===== src/hdl/srwt_pkg.sv =====
// Shared types, constants and helper functions for the slow-read window tracker.
// Used by every module of the block except srwt_ram; depends on nothing else.
package srwt_pkg;

  // Flow table geometry
  localparam int FLOW_ENTRIES = 64;
  localparam int IDX_W        = (FLOW_ENTRIES > 1) ? $clog2(FLOW_ENTRIES) : 1;
  localparam int CNT_W        = $clog2(FLOW_ENTRIES + 1);

  // Configuration port
  localparam int CFG_IDX_W  = 4;
  localparam int CFG_DATA_W = 32;

  localparam logic [CFG_IDX_W-1:0] REG_SERVER_IP   = 4'd0;
  localparam logic [CFG_IDX_W-1:0] REG_SERVER_PORT = 4'd1;
  localparam logic [CFG_IDX_W-1:0] REG_WIN_THR     = 4'd2;
  localparam logic [CFG_IDX_W-1:0] REG_COUNT_LIMIT = 4'd3;

  localparam logic [31:0] RST_SERVER_IP   = 32'h7F00_0001;
  localparam logic [15:0] RST_SERVER_PORT = 16'd80;
  localparam logic [29:0] RST_WIN_THR     = 30'd65000;
  localparam logic [7:0]  RST_COUNT_LIMIT = 8'd5;

  // TCP flag bit positions
  localparam int FLAG_FIN = 0;
  localparam int FLAG_SYN = 1;
  localparam int FLAG_RST = 2;
  localparam int FLAG_ACK = 4;

  localparam logic [3:0] MAX_SCALE = 4'd14;

  typedef enum logic [2:0] {
    ACT_IGNORE = 3'd0,
    ACT_TRACK  = 3'd1,
    ACT_REMOVE = 3'd2,
    ACT_DETECT = 3'd3,
    ACT_FULL   = 3'd4
  } action_t;

  typedef enum logic [1:0] {
    ST_IDLE,
    ST_SCAN,
    ST_APPLY
  } state_t;

  // One flow table entry; its valid bit lives in flip-flops beside the memory
  typedef struct packed {
    logic [31:0] ip;
    logic [15:0] port;
    logic [3:0]  ws;
    logic        fin_sent;
    logic        fin_rec;
    logic [7:0]  count;
  } flow_t;

  localparam int ENTRY_W = $bits(flow_t);

  typedef struct packed {
    logic [31:0] src_ip;
    logic [15:0] src_tcp_port;
    logic [31:0] dst_ip;
    logic [15:0] dst_port;
    logic [7:0]  tcp_flags;
    logic [15:0] window;
    logic [7:0]  window_scale;
  } pkt_t;

  typedef struct packed {
    logic [31:0] server_ip;
    logic [15:0] server_port;
    logic [29:0] window_threshold;
    logic [7:0]  count_limit;
  } cfg_t;

  typedef struct packed {
    action_t     action;
    logic [31:0] client_ip;
    logic [15:0] client_port;
    logic [7:0]  small_count;
    logic [31:0] detect_number;
  } result_t;

  // Sequencer status towards the top level
  typedef struct packed {
    logic busy;
    logic res_load;
  } ctrl_stat_t;

  // Small-window count, saturating at its maximum.
  function automatic logic [7:0] sat_inc(input logic [7:0] cnt);
    return (cnt != 8'hFF) ? cnt + 8'd1 : cnt;
  endfunction

  // Window scale option, clamped to the largest legal shift.
  function automatic logic [3:0] clamp_scale(input logic [7:0] ws);
    return (ws > {4'd0, MAX_SCALE}) ? MAX_SCALE : ws[3:0];
  endfunction

endpackage


===== src/hdl/srwt_ram.sv =====
// Generic single-write, single-read memory with registered read data.
// Holds the flow table payload; no package dependency.
module srwt_ram #(
  parameter int DEPTH  = 64,
  parameter int WIDTH  = 62,
  parameter int ADDR_W = (DEPTH > 1) ? $clog2(DEPTH) : 1
) (
  input  logic              clk,
  input  logic              wr_en,
  input  logic [ADDR_W-1:0] wr_addr,
  input  logic [WIDTH-1:0]  wr_data,
  input  logic              rd_en,
  input  logic [ADDR_W-1:0] rd_addr,
  output logic [WIDTH-1:0]  rd_data
);

  logic [WIDTH-1:0] mem [DEPTH];

  // Write port
  always_ff @(posedge clk) begin
    if (wr_en) begin
      mem[wr_addr] <= wr_data;
    end
  end

  // Registered read port
  always_ff @(posedge clk) begin
    if (rd_en) begin
      rd_data <= mem[rd_addr];
    end
  end

endmodule


===== src/hdl/srwt_match.sv =====
// Shared compare unit: checks one table entry against the lookup key.
// Depends on srwt_pkg for the entry type.
module srwt_match (
  input  logic [31:0]     key_ip,
  input  logic [15:0]     key_port,
  input  srwt_pkg::flow_t entry,
  input  logic            entry_valid,
  output logic            hit,
  output logic            free
);
  import srwt_pkg::*;

  // A live entry with the same client address and port is a hit.
  assign hit  = entry_valid && (entry.ip == key_ip) && (entry.port == key_port);
  // An empty slot is a candidate for a new connection.
  assign free = !entry_valid;

endmodule


===== src/hdl/srwt_ctrl.sv =====
// Sequencer of the tracker: scans the flow table one entry a cycle, then applies
// the packet rules. Depends on srwt_pkg, srwt_ram and srwt_match.
module srwt_ctrl (
  input  logic                clk,
  input  logic                rst_n,
  input  logic                in_valid,
  input  srwt_pkg::pkt_t      pkt,
  input  srwt_pkg::cfg_t      cfg,
  input  logic                out_free,
  output srwt_pkg::ctrl_stat_t stat,
  output srwt_pkg::result_t   res
);
  import srwt_pkg::*;

  state_t            state_r, state_nxt;
  pkt_t              pkt_r;
  logic              is_srv_r;
  logic [31:0]       key_ip_r;
  logic [15:0]       key_port_r;
  logic [CNT_W-1:0]  scan_cnt_r;
  logic              cmp_pend_r;
  logic [IDX_W-1:0]  cmp_idx_r;
  logic              hit_r;
  logic [IDX_W-1:0]  hit_idx_r;
  flow_t             hit_ent_r;
  logic              free_r;
  logic [IDX_W-1:0]  free_idx_r;
  logic [FLOW_ENTRIES-1:0] valid_r;
  logic [31:0]       det_r;

  logic              accept;
  logic              rd_en;
  logic [IDX_W-1:0]  rd_addr;
  logic [ENTRY_W-1:0] rd_data;
  logic              wr_en;
  logic              m_hit;
  logic              m_free;
  logic              scan_hit;
  logic              scan_free;

  // Decision results
  action_t           act;
  flow_t             new_ent;
  logic [IDX_W-1:0]  upd_idx;
  logic              upd_wr;
  logic              upd_set;
  logic              upd_clr;
  logic              det;
  logic [7:0]        cnt_out;
  logic [31:0]       det_nxt;

  assign accept = (state_r == ST_IDLE) && in_valid;

  // Flow table payload memory
  srwt_ram #(
    .DEPTH (FLOW_ENTRIES),
    .WIDTH (ENTRY_W)
  ) u_ram (
    .clk     (clk),
    .wr_en   (wr_en),
    .wr_addr (upd_idx),
    .wr_data (new_ent),
    .rd_en   (rd_en),
    .rd_addr (rd_addr),
    .rd_data (rd_data)
  );

  // Compare unit, reused for every entry of the scan
  srwt_match u_match (
    .key_ip      (key_ip_r),
    .key_port    (key_port_r),
    .entry       (flow_t'(rd_data)),
    .entry_valid (valid_r[cmp_idx_r]),
    .hit         (m_hit),
    .free        (m_free)
  );

  assign scan_hit  = (state_r == ST_SCAN) && cmp_pend_r && m_hit && !hit_r;
  assign scan_free = (state_r == ST_SCAN) && cmp_pend_r && m_free && !free_r;

  // Next state
  always_comb begin
    state_nxt = state_r;
    unique case (state_r)
      ST_IDLE: begin
        if (in_valid) begin
          state_nxt = ST_SCAN;
        end
      end
      ST_SCAN: begin
        if ((scan_cnt_r == CNT_W'(FLOW_ENTRIES)) && cmp_pend_r) begin
          state_nxt = ST_APPLY;
        end
      end
      ST_APPLY: begin
        if (out_free) begin
          state_nxt = ST_IDLE;
        end
      end
      default: state_nxt = ST_IDLE;
    endcase
  end

  // Sequencer outputs
  always_comb begin
    rd_en         = (state_r == ST_SCAN) && (scan_cnt_r < CNT_W'(FLOW_ENTRIES));
    rd_addr       = scan_cnt_r[IDX_W-1:0];
    stat.busy     = (state_r != ST_IDLE);
    stat.res_load = (state_r == ST_APPLY) && out_free;
    wr_en         = stat.res_load && upd_wr;
  end

  // Packet rules, worked out from the entry found by the scan
  always_comb begin
    logic fin;
    logic syn;
    logic rst;
    logic ack_only;
    logic [30:0] scaled;
    fin      = pkt_r.tcp_flags[FLAG_FIN];
    syn      = pkt_r.tcp_flags[FLAG_SYN];
    rst      = pkt_r.tcp_flags[FLAG_RST];
    ack_only = pkt_r.tcp_flags[FLAG_ACK] && !fin;
    scaled   = {15'd0, pkt_r.window} << hit_ent_r.ws;

    act     = ACT_IGNORE;
    new_ent = hit_ent_r;
    upd_idx = hit_idx_r;
    upd_wr  = 1'b0;
    upd_set = 1'b0;
    upd_clr = 1'b0;
    det     = 1'b0;
    cnt_out = 8'd0;

    if (is_srv_r) begin
      // Server side: FIN marks, ACK after own FIN or RST closes
      if (hit_r) begin
        cnt_out = hit_ent_r.count;
        if (fin) begin
          if (!hit_ent_r.fin_rec) begin
            new_ent.fin_sent = 1'b1;
            upd_wr           = 1'b1;
            act              = ACT_TRACK;
          end
        end else if (ack_only) begin
          if (hit_ent_r.fin_sent) begin
            upd_clr = 1'b1;
            act     = ACT_REMOVE;
          end
        end else if (rst) begin
          upd_clr = 1'b1;
          act     = ACT_REMOVE;
        end
      end
    end else if (syn) begin
      // Client SYN: create or refresh the entry, or report a full table
      if (!hit_r && !free_r) begin
        act = ACT_FULL;
      end else begin
        if (!hit_r) begin
          upd_idx          = free_idx_r;
          new_ent.ip       = key_ip_r;
          new_ent.port     = key_port_r;
          new_ent.fin_sent = 1'b0;
          new_ent.fin_rec  = 1'b0;
          new_ent.count    = 8'd0;
        end
        new_ent.ws = clamp_scale(pkt_r.window_scale);
        upd_wr     = 1'b1;
        upd_set    = 1'b1;
        act        = ACT_TRACK;
        if ({14'd0, pkt_r.window} < cfg.window_threshold) begin
          new_ent.count = sat_inc(new_ent.count);
          if (new_ent.count >= cfg.count_limit) begin
            det     = 1'b1;
            upd_clr = 1'b1;
            act     = ACT_DETECT;
          end
        end
        cnt_out = new_ent.count;
      end
    end else if (hit_r) begin
      // Client data or teardown on a known connection
      if (rst) begin
        upd_clr = 1'b1;
        act     = ACT_REMOVE;
      end else begin
        if (scaled < {1'b0, cfg.window_threshold}) begin
          new_ent.count = sat_inc(hit_ent_r.count);
          upd_wr        = 1'b1;
          act           = ACT_TRACK;
          if (new_ent.count >= cfg.count_limit) begin
            det     = 1'b1;
            upd_clr = 1'b1;
            act     = ACT_DETECT;
          end
        end
        if (!det) begin
          if (ack_only) begin
            if (hit_ent_r.fin_rec) begin
              upd_clr = 1'b1;
              act     = ACT_REMOVE;
            end
          end else if (fin && !hit_ent_r.fin_sent) begin
            new_ent.fin_rec = 1'b1;
            upd_wr          = 1'b1;
            act             = ACT_TRACK;
          end
        end
      end
      cnt_out = new_ent.count;
    end

    det_nxt = (det && (det_r != 32'hFFFF_FFFF)) ? det_r + 32'd1 : det_r;
  end

  // Result word handed to the output register
  always_comb begin
    res.action        = act;
    res.client_ip     = key_ip_r;
    res.client_port   = key_port_r;
    res.small_count   = cnt_out;
    res.detect_number = det_nxt;
  end

  // Control state: sequencer, scan flags, valid bits and detection counter
  always_ff @(posedge clk) begin
    if (!rst_n) begin
      state_r    <= ST_IDLE;
      scan_cnt_r <= '0;
      cmp_pend_r <= 1'b0;
      hit_r      <= 1'b0;
      free_r     <= 1'b0;
      valid_r    <= '0;
      det_r      <= '0;
    end else begin
      state_r <= state_nxt;
      if (accept) begin
        scan_cnt_r <= '0;
        cmp_pend_r <= 1'b0;
        hit_r      <= 1'b0;
        free_r     <= 1'b0;
      end else if (state_r == ST_SCAN) begin
        cmp_pend_r <= rd_en;
        if (rd_en) begin
          scan_cnt_r <= scan_cnt_r + 1'b1;
        end
        if (scan_hit) begin
          hit_r <= 1'b1;
        end
        if (scan_free) begin
          free_r <= 1'b1;
        end
      end
      if (stat.res_load) begin
        if (upd_clr) begin
          valid_r[upd_idx] <= 1'b0;
        end else if (upd_set) begin
          valid_r[upd_idx] <= 1'b1;
        end
        det_r <= det_nxt;
      end
    end
  end

  // Payload: captured packet, lookup key and scan results
  always_ff @(posedge clk) begin
    if (accept) begin
      pkt_r    <= pkt;
      is_srv_r <= (pkt.src_ip == cfg.server_ip) && (pkt.src_tcp_port == cfg.server_port);
      if ((pkt.src_ip == cfg.server_ip) && (pkt.src_tcp_port == cfg.server_port)) begin
        key_ip_r   <= pkt.dst_ip;
        key_port_r <= pkt.dst_port;
      end else begin
        key_ip_r   <= pkt.src_ip;
        key_port_r <= pkt.src_tcp_port;
      end
    end
    if (rd_en) begin
      cmp_idx_r <= rd_addr;
    end
    if (scan_hit) begin
      hit_idx_r <= cmp_idx_r;
      hit_ent_r <= flow_t'(rd_data);
    end
    if (scan_free) begin
      free_idx_r <= cmp_idx_r;
    end
  end

endmodule


===== src/hdl/slow_read_window_tracker.sv =====
// Top level of the slow-read window tracker: configuration registers, output
// register and the sequencer. Depends on srwt_pkg and srwt_ctrl.
//
//   Channel  Direction  Handshake            Carries
//   in_      input      in_valid / in_stall  one word of parsed TCP header fields
//   out_     output     out_valid/ out_stall one result word per input word
//   cfg_     input      cfg_valid/ cfg_ready register index and write data
//
// A word's result is loaded into the output register after the flow table has
// been scanned through its single read port, one entry a cycle, and the packet
// rules applied; no new word is accepted until then. in_stall is high for the
// whole of that time; a result waiting in the output register holds the next
// finished word in the sequencer until it is taken.
// Reset clears the valid bits of all entries at once; no clearing pass follows.
// cfg_ready is always high; writes to an unknown index are ignored.
module slow_read_window_tracker (
  input  logic                           clk,
  input  logic                           rst_n,
  input  logic                           in_valid,
  output logic                           in_stall,
  input  logic [31:0]                    in_src_ip,
  input  logic [15:0]                    in_src_tcp_port,
  input  logic [31:0]                    in_dst_ip,
  input  logic [15:0]                    in_dst_port,
  input  logic [7:0]                     in_tcp_flags,
  input  logic [15:0]                    in_window,
  input  logic [7:0]                     in_window_scale,
  output logic                           out_valid,
  input  logic                           out_stall,
  output logic [2:0]                     out_action,
  output logic [31:0]                    out_client_ip,
  output logic [15:0]                    out_client_port,
  output logic [7:0]                     out_small_count,
  output logic [31:0]                    out_detect_number,
  input  logic                           cfg_valid,
  output logic                           cfg_ready,
  input  logic [srwt_pkg::CFG_IDX_W-1:0] cfg_index,
  input  logic [srwt_pkg::CFG_DATA_W-1:0] cfg_data
);
  import srwt_pkg::*;

  cfg_t       cfg_r;
  pkt_t       pkt;
  ctrl_stat_t stat;
  result_t    res;
  result_t    out_r;
  logic       out_valid_r;
  logic       out_free;

  assign cfg_ready = 1'b1;

  // Configuration registers
  always_ff @(posedge clk) begin
    if (!rst_n) begin
      cfg_r.server_ip        <= RST_SERVER_IP;
      cfg_r.server_port      <= RST_SERVER_PORT;
      cfg_r.window_threshold <= RST_WIN_THR;
      cfg_r.count_limit      <= RST_COUNT_LIMIT;
    end else if (cfg_valid && cfg_ready) begin
      unique case (cfg_index)
        REG_SERVER_IP:   cfg_r.server_ip        <= cfg_data[31:0];
        REG_SERVER_PORT: cfg_r.server_port      <= cfg_data[15:0];
        REG_WIN_THR:     cfg_r.window_threshold <= cfg_data[29:0];
        REG_COUNT_LIMIT: cfg_r.count_limit      <= cfg_data[7:0];
        default: ;
      endcase
    end
  end

  // Input word gathered into one struct
  always_comb begin
    pkt.src_ip       = in_src_ip;
    pkt.src_tcp_port = in_src_tcp_port;
    pkt.dst_ip       = in_dst_ip;
    pkt.dst_port     = in_dst_port;
    pkt.tcp_flags    = in_tcp_flags;
    pkt.window       = in_window;
    pkt.window_scale = in_window_scale;
  end

  assign out_free = !out_valid_r || !out_stall;

  srwt_ctrl u_ctrl (
    .clk      (clk),
    .rst_n    (rst_n),
    .in_valid (in_valid),
    .pkt      (pkt),
    .cfg      (cfg_r),
    .out_free (out_free),
    .stat     (stat),
    .res      (res)
  );

  assign in_stall = stat.busy;

  // Output register
  always_ff @(posedge clk) begin
    if (!rst_n) begin
      out_valid_r <= 1'b0;
    end else if (stat.res_load) begin
      out_valid_r <= 1'b1;
    end else if (!out_stall) begin
      out_valid_r <= 1'b0;
    end
  end

  always_ff @(posedge clk) begin
    if (stat.res_load) begin
      out_r <= res;
    end
  end

  assign out_valid         = out_valid_r;
  assign out_action        = out_r.action;
  assign out_client_ip     = out_r.client_ip;
  assign out_client_port   = out_r.client_port;
  assign out_small_count   = out_r.small_count;
  assign out_detect_number = out_r.detect_number;

endmodule


===== config.mk =====
export PLATFORM = sky130hd
export DESIGN_NAME = slow_read_window_tracker
export DESIGN_NICKNAME = d
export VERILOG_FILES = /design/src/hdl/srwt_pkg.sv /design/src/hdl/srwt_ram.sv /design/src/hdl/srwt_match.sv /design/src/hdl/srwt_ctrl.sv /design/src/hdl/slow_read_window_tracker.sv
export SDC_FILE = /design/constraint.sdc
export NUM_CORES = 2
export LEC_CHECK = 0
export BUFFER_PORTS_ARGS = -buffer_cell sky130_fd_sc_hd__buf_2
export CAP_MARGIN = 20
export CORE_MARGIN = 8
export CORE_UTILIZATION = 40
export CTS_CLUSTER_SIZE = 40
export DETAILED_ROUTE_END_ITERATION = 12
export MAX_ROUTING_LAYER = met4
export PLACE_DENSITY = 0.62
export SYNTH_ARGS = -nofsm -noshare
export SYNTH_HDL_FRONTEND = slang
export SYNTH_HIERARCHICAL = 1
export SYNTH_SLANG_ARGS = --single-unit

===== constraint.sdc =====
create_clock -name clk -period 11.74 [get_ports clk]
set_input_delay 0 -clock clk [delete_from_list [all_inputs] [get_ports clk]]
set_output_delay 0 -clock clk [all_outputs]
set_load 0.1 [all_outputs]

==> results_dict.tcl <==
set metrics [dict create \
    crit_type "reg2reg" \
    r2r_end "u_ctrl/u_ram/mem[35][1]" \
    clk_path_buf_depth 4 \
    synth-edff-count 4278 \
    first_global_vias 91774 \
    grt_max_degree 102 \
    syn_nets 8641 \
    rsz0062_at_grt "false" \
    skew_ns 0.04440 \
    ctsResizeCount 0 \
    p_leak_nw 62.33 \
    yosysSeqAreaShare 0.7613 \
    async_flop_share 0 \
    worstSetupStartpointType "flip-flop" \
    fin_crit_sh 0.7295 \
    rows 242 \
    grt_overflow 0 \
    grt_antenna_before_repair 42 \
    fin_crit_ns 8.564 \
    port_buffers 257 \
    final-hold-violation-count 0 \
    cts_root_buf "clkbuf_16" \
    cts_hold_buf 347 \
    ys_top_cells_by_area "edfxtp_1 (74%), mux4_2 (13%), dfxtp_1 (2.2%)" \
    track_usage 0.2217 \
    outcome "complete, no violations" \
    finalNetCount 9501 \
    h-tree-depth 5 \
    worst_pin_slew_ns 1.313 \
    arrival_ns 9.15 \
    ys_ff_latch 4473 \
    cts_sinks 4473 \
    syn_to_final_growth_pct 15.33 \
    hold_path_class "in2reg" \
    multiInputGateArea_mm2 0.03939 \
    setup_viol 0 \
    core_area_mm2 0.4336 \
    grt_pass1_wl_um 704100 \
    fmax_mhz 116.8 \
    powerDensity_mw_per_mm2 159.4 \
    dp_hpwl_um 296100 \
    startpoint "u_ctrl/hit_ent_r[11]" \
    r2r-start "u_ctrl/hit_ent_r[11]" \
    syn_area_mm2 0.1739 \
    max_slew_margin 0.1246 \
    crit_path_max_fanout 40 \
    n_fill_cell 35602 \
    clk_latency_ns 0.99 \
    first_pass_iters 7 \
    total_power_mw 31.97 \
    synth_common_cells "edfxtp_1 (4278), mux4_2 (1008), nor2_1 (313)" \
    required_ns 12.33 \
    initial_core_util 0.4010 \
    syn_inst 8407 \
    instances_no_fill 15377 \
    die-area_mm2 0.4561 \
    drt_iter0_markers 12437 \
    yosysTopAreaCell "edfxtp_1" \
    path_clk_slew_ns 0.06 \
    drc 0 \
    yosysTopAreaCellShare 0.7388 \
    yosys.cell_types.count 82 \
    timing.hold.ws_ns 0.06384 \
    detail-route-antenna-nets 0 \
    drt_wl_total_um 504000 \
    die_y_um 675.3 \
    reg2regPathDepth 17 \
    ys.flop_type "edfxtp_1" \
    postCtsSetupBuffers 0 \
    placedCellCount 14208 \
    place.gp.congestion 0.8845 \
    cts_tree "yes" \
    final-max-slew-violation-count 0 \
    synthMostInstantiatedCell "edfxtp_1" \
    detail_route.wl_per_cell_um 32.78 \
    viasPerCell 5.980 \
    final.setup.tns_ns 0 \
    vias 91955 \
    cts_made_buffers 433 \
    cp-end-kind "flip-flop" \
    r2r_slack_ns 3.18 \
    avgSynthCellArea_um2 20.68 \
    drive_gt1_frac 0.2520 \
    endpoint "u_ctrl/u_ram/mem[35][1]" \
    seq_area_mm2 0.1324 \
    ys_warn_count 6 \
    drv_cap 0 \
    fp.dieW_um 675.3 \
    ir_drop_mv 0.1397 \
    io_pins 263 \
]
[metrics by stage]
step           area, µm²    util  setup slack [ns]
3_3_place_gp      183000  0.4221             3.317
3_5_place_dp      183100  0.4222             3.333
2_1_floorplan     173900       -             2.895
6_report          200500  0.4625             3.176
5_1_grt           200500  0.4625             2.957
4_1_cts           200300  0.4620             3.279
[routing by layer]
layer | part of all wire | wire, µm | vias to the layer above | global-route usage
met5 | 0 | 0 | - | -
met4 | 0.030 | 15070 | 0 | 0.05839
li1 | - | - | 36893 | -
met2 | 0.47 | 237000 | 5072 | 0.3442
met3 | 0.11 | 55070 | 769 | 0.04852
met1 | 0.39 | 196900 | 49221 | 0.2988
[cell type report]
| cell class | count | share of cell area |
|---|---|---|
| sequential | 4473 | 0.6602 |
| multi-input combinational | 3363 | 0.1964 |
| clock buffer | 531 | 0.05687 |
| timing repair buffer | 892 | 0.03686 |
| tap | 5734 | 0.03578 |
| clock inverter | 264 | 0.01177 |
| inverter | 104 | 0.001959 |
| antenna | 16 | 0.0001997 |
[sequential cells by signal, indices dropped and copies added, names as in the netlist, 7 cells and up, named ones only]
register	count
cfg_r	86
out_small_count	8
u_ctrl/det_r	32
u_ctrl/key_ip_r	32
out_client_ip	32
out_client_port	16
u_ctrl/u_ram/rd_data	62
u_ctrl/key_port_r	16
u_ctrl/hit_ent_r	62
u_ctrl/pkt_r	28
out_detect_number	32
u_ctrl/u_ram/mem	3968
u_ctrl/scan_cnt_r	7
[worst min-delay path by stage]
stage / slack, ns / from / endpoint / cells after the start
floorplan: 0.1 / in_window_scale[0] / u_ctrl/pkt_r[0] / 0
global placement: 0.18 / in_window_scale[1] / u_ctrl/pkt_r[1] / 1
detailed placement: 0.18 / in_window_scale[3] / u_ctrl/pkt_r[3] / 1
CTS: 0.00007 / in_src_tcp_port[4] / u_ctrl/key_port_r[4] / 3
global route: 0.03 / in_src_tcp_port[8] / u_ctrl/key_port_r[8] / 3
finish: 0.06 / cfg_data[2] / cfg_r[40] / 4
[worst max-delay path, cell delays in order (launching register included)]
cell and delay (ns):
edfxtp_1 0.92, mux2_2 0.42, o21ai_0 0.55, nor2_1 0.11
a21oi_1 0.31, a21oi_1 0.13, ha_1 0.20, a21oi_1 0.18
o21ai_0 0.16, a211oi_1 0.28, o21ai_0 0.31, nor2_1 0.65
o311ai_0 0.29, a21oi_1 0.86, nand2_1 0.30, or3_1 0.70
nor2_4 0.87, buf_4 0.85
[logic make-up (layout without fill, tap and decap cells)]
family / after synthesis / count (layout) / synth area share
DFF: 4473 / 4473 / 0.7613
muxes: 1292 / 1292 / 0.1478
AOI/OAI and AO/OA: 995 / 995 / 0.03930
and+or+nand+nor: 880 / 880 / 0.02382
buffers and inverters: 571 / 1791 / 0.01662
xor gates and xnor gates: 130 / 130 / 0.006548
adders and majority gates: 65 / 65 / 0.004677
other: 1 / 17 / 0.00002157
[cell usage in the layout, fill, tap and decap left out, types with 65 or more instances in the layout]
cell | netlist | layout
a31oi_1 | 71 | 71
nand2_1 | 228 | 224
nor2_4 | 0 | 68
dfxtp_1 | 195 | 190
clkinv_1 | 0 | 90
o22ai_1 | 131 | 131
a21oi_1 | 185 | 182
a22o_1 | 111 | 111
mux2i_1 | 166 | 166
mux4_2 | 1008 | 1008
o21ai_0 | 127 | 123
mux2_2 | 117 | 113
clkinv_2 | 0 | 96
edfxtp_1 | 4278 | 4278
clkbuf_16 | 0 | 442
buf_2 | 125 | 259
buf_4 | 88 | 245
ha_1 | 65 | 65
clkbuf_1 | 188 | 88
nor2_1 | 313 | 245
a221oi_1 | 118 | 117
dlygate4sd3_1 | 0 | 346
xor2_1 | 85 | 85
inv_1 | 102 | 101
[power by group]
| group | internal, mW | total (mW) | leakage [nW] | switching, mW |
|---|---|---|---|---|
| Sequential | 17.3 | 17.3 | 40.2 | 0.0618 |
| Combinational | 0.486 | 0.990 | 15.4 | 0.504 |
| Clock | 7.64 | 13.6 | 6.75 | 6.00 |
Note: power is estimated with default switching activity, not from simulation.
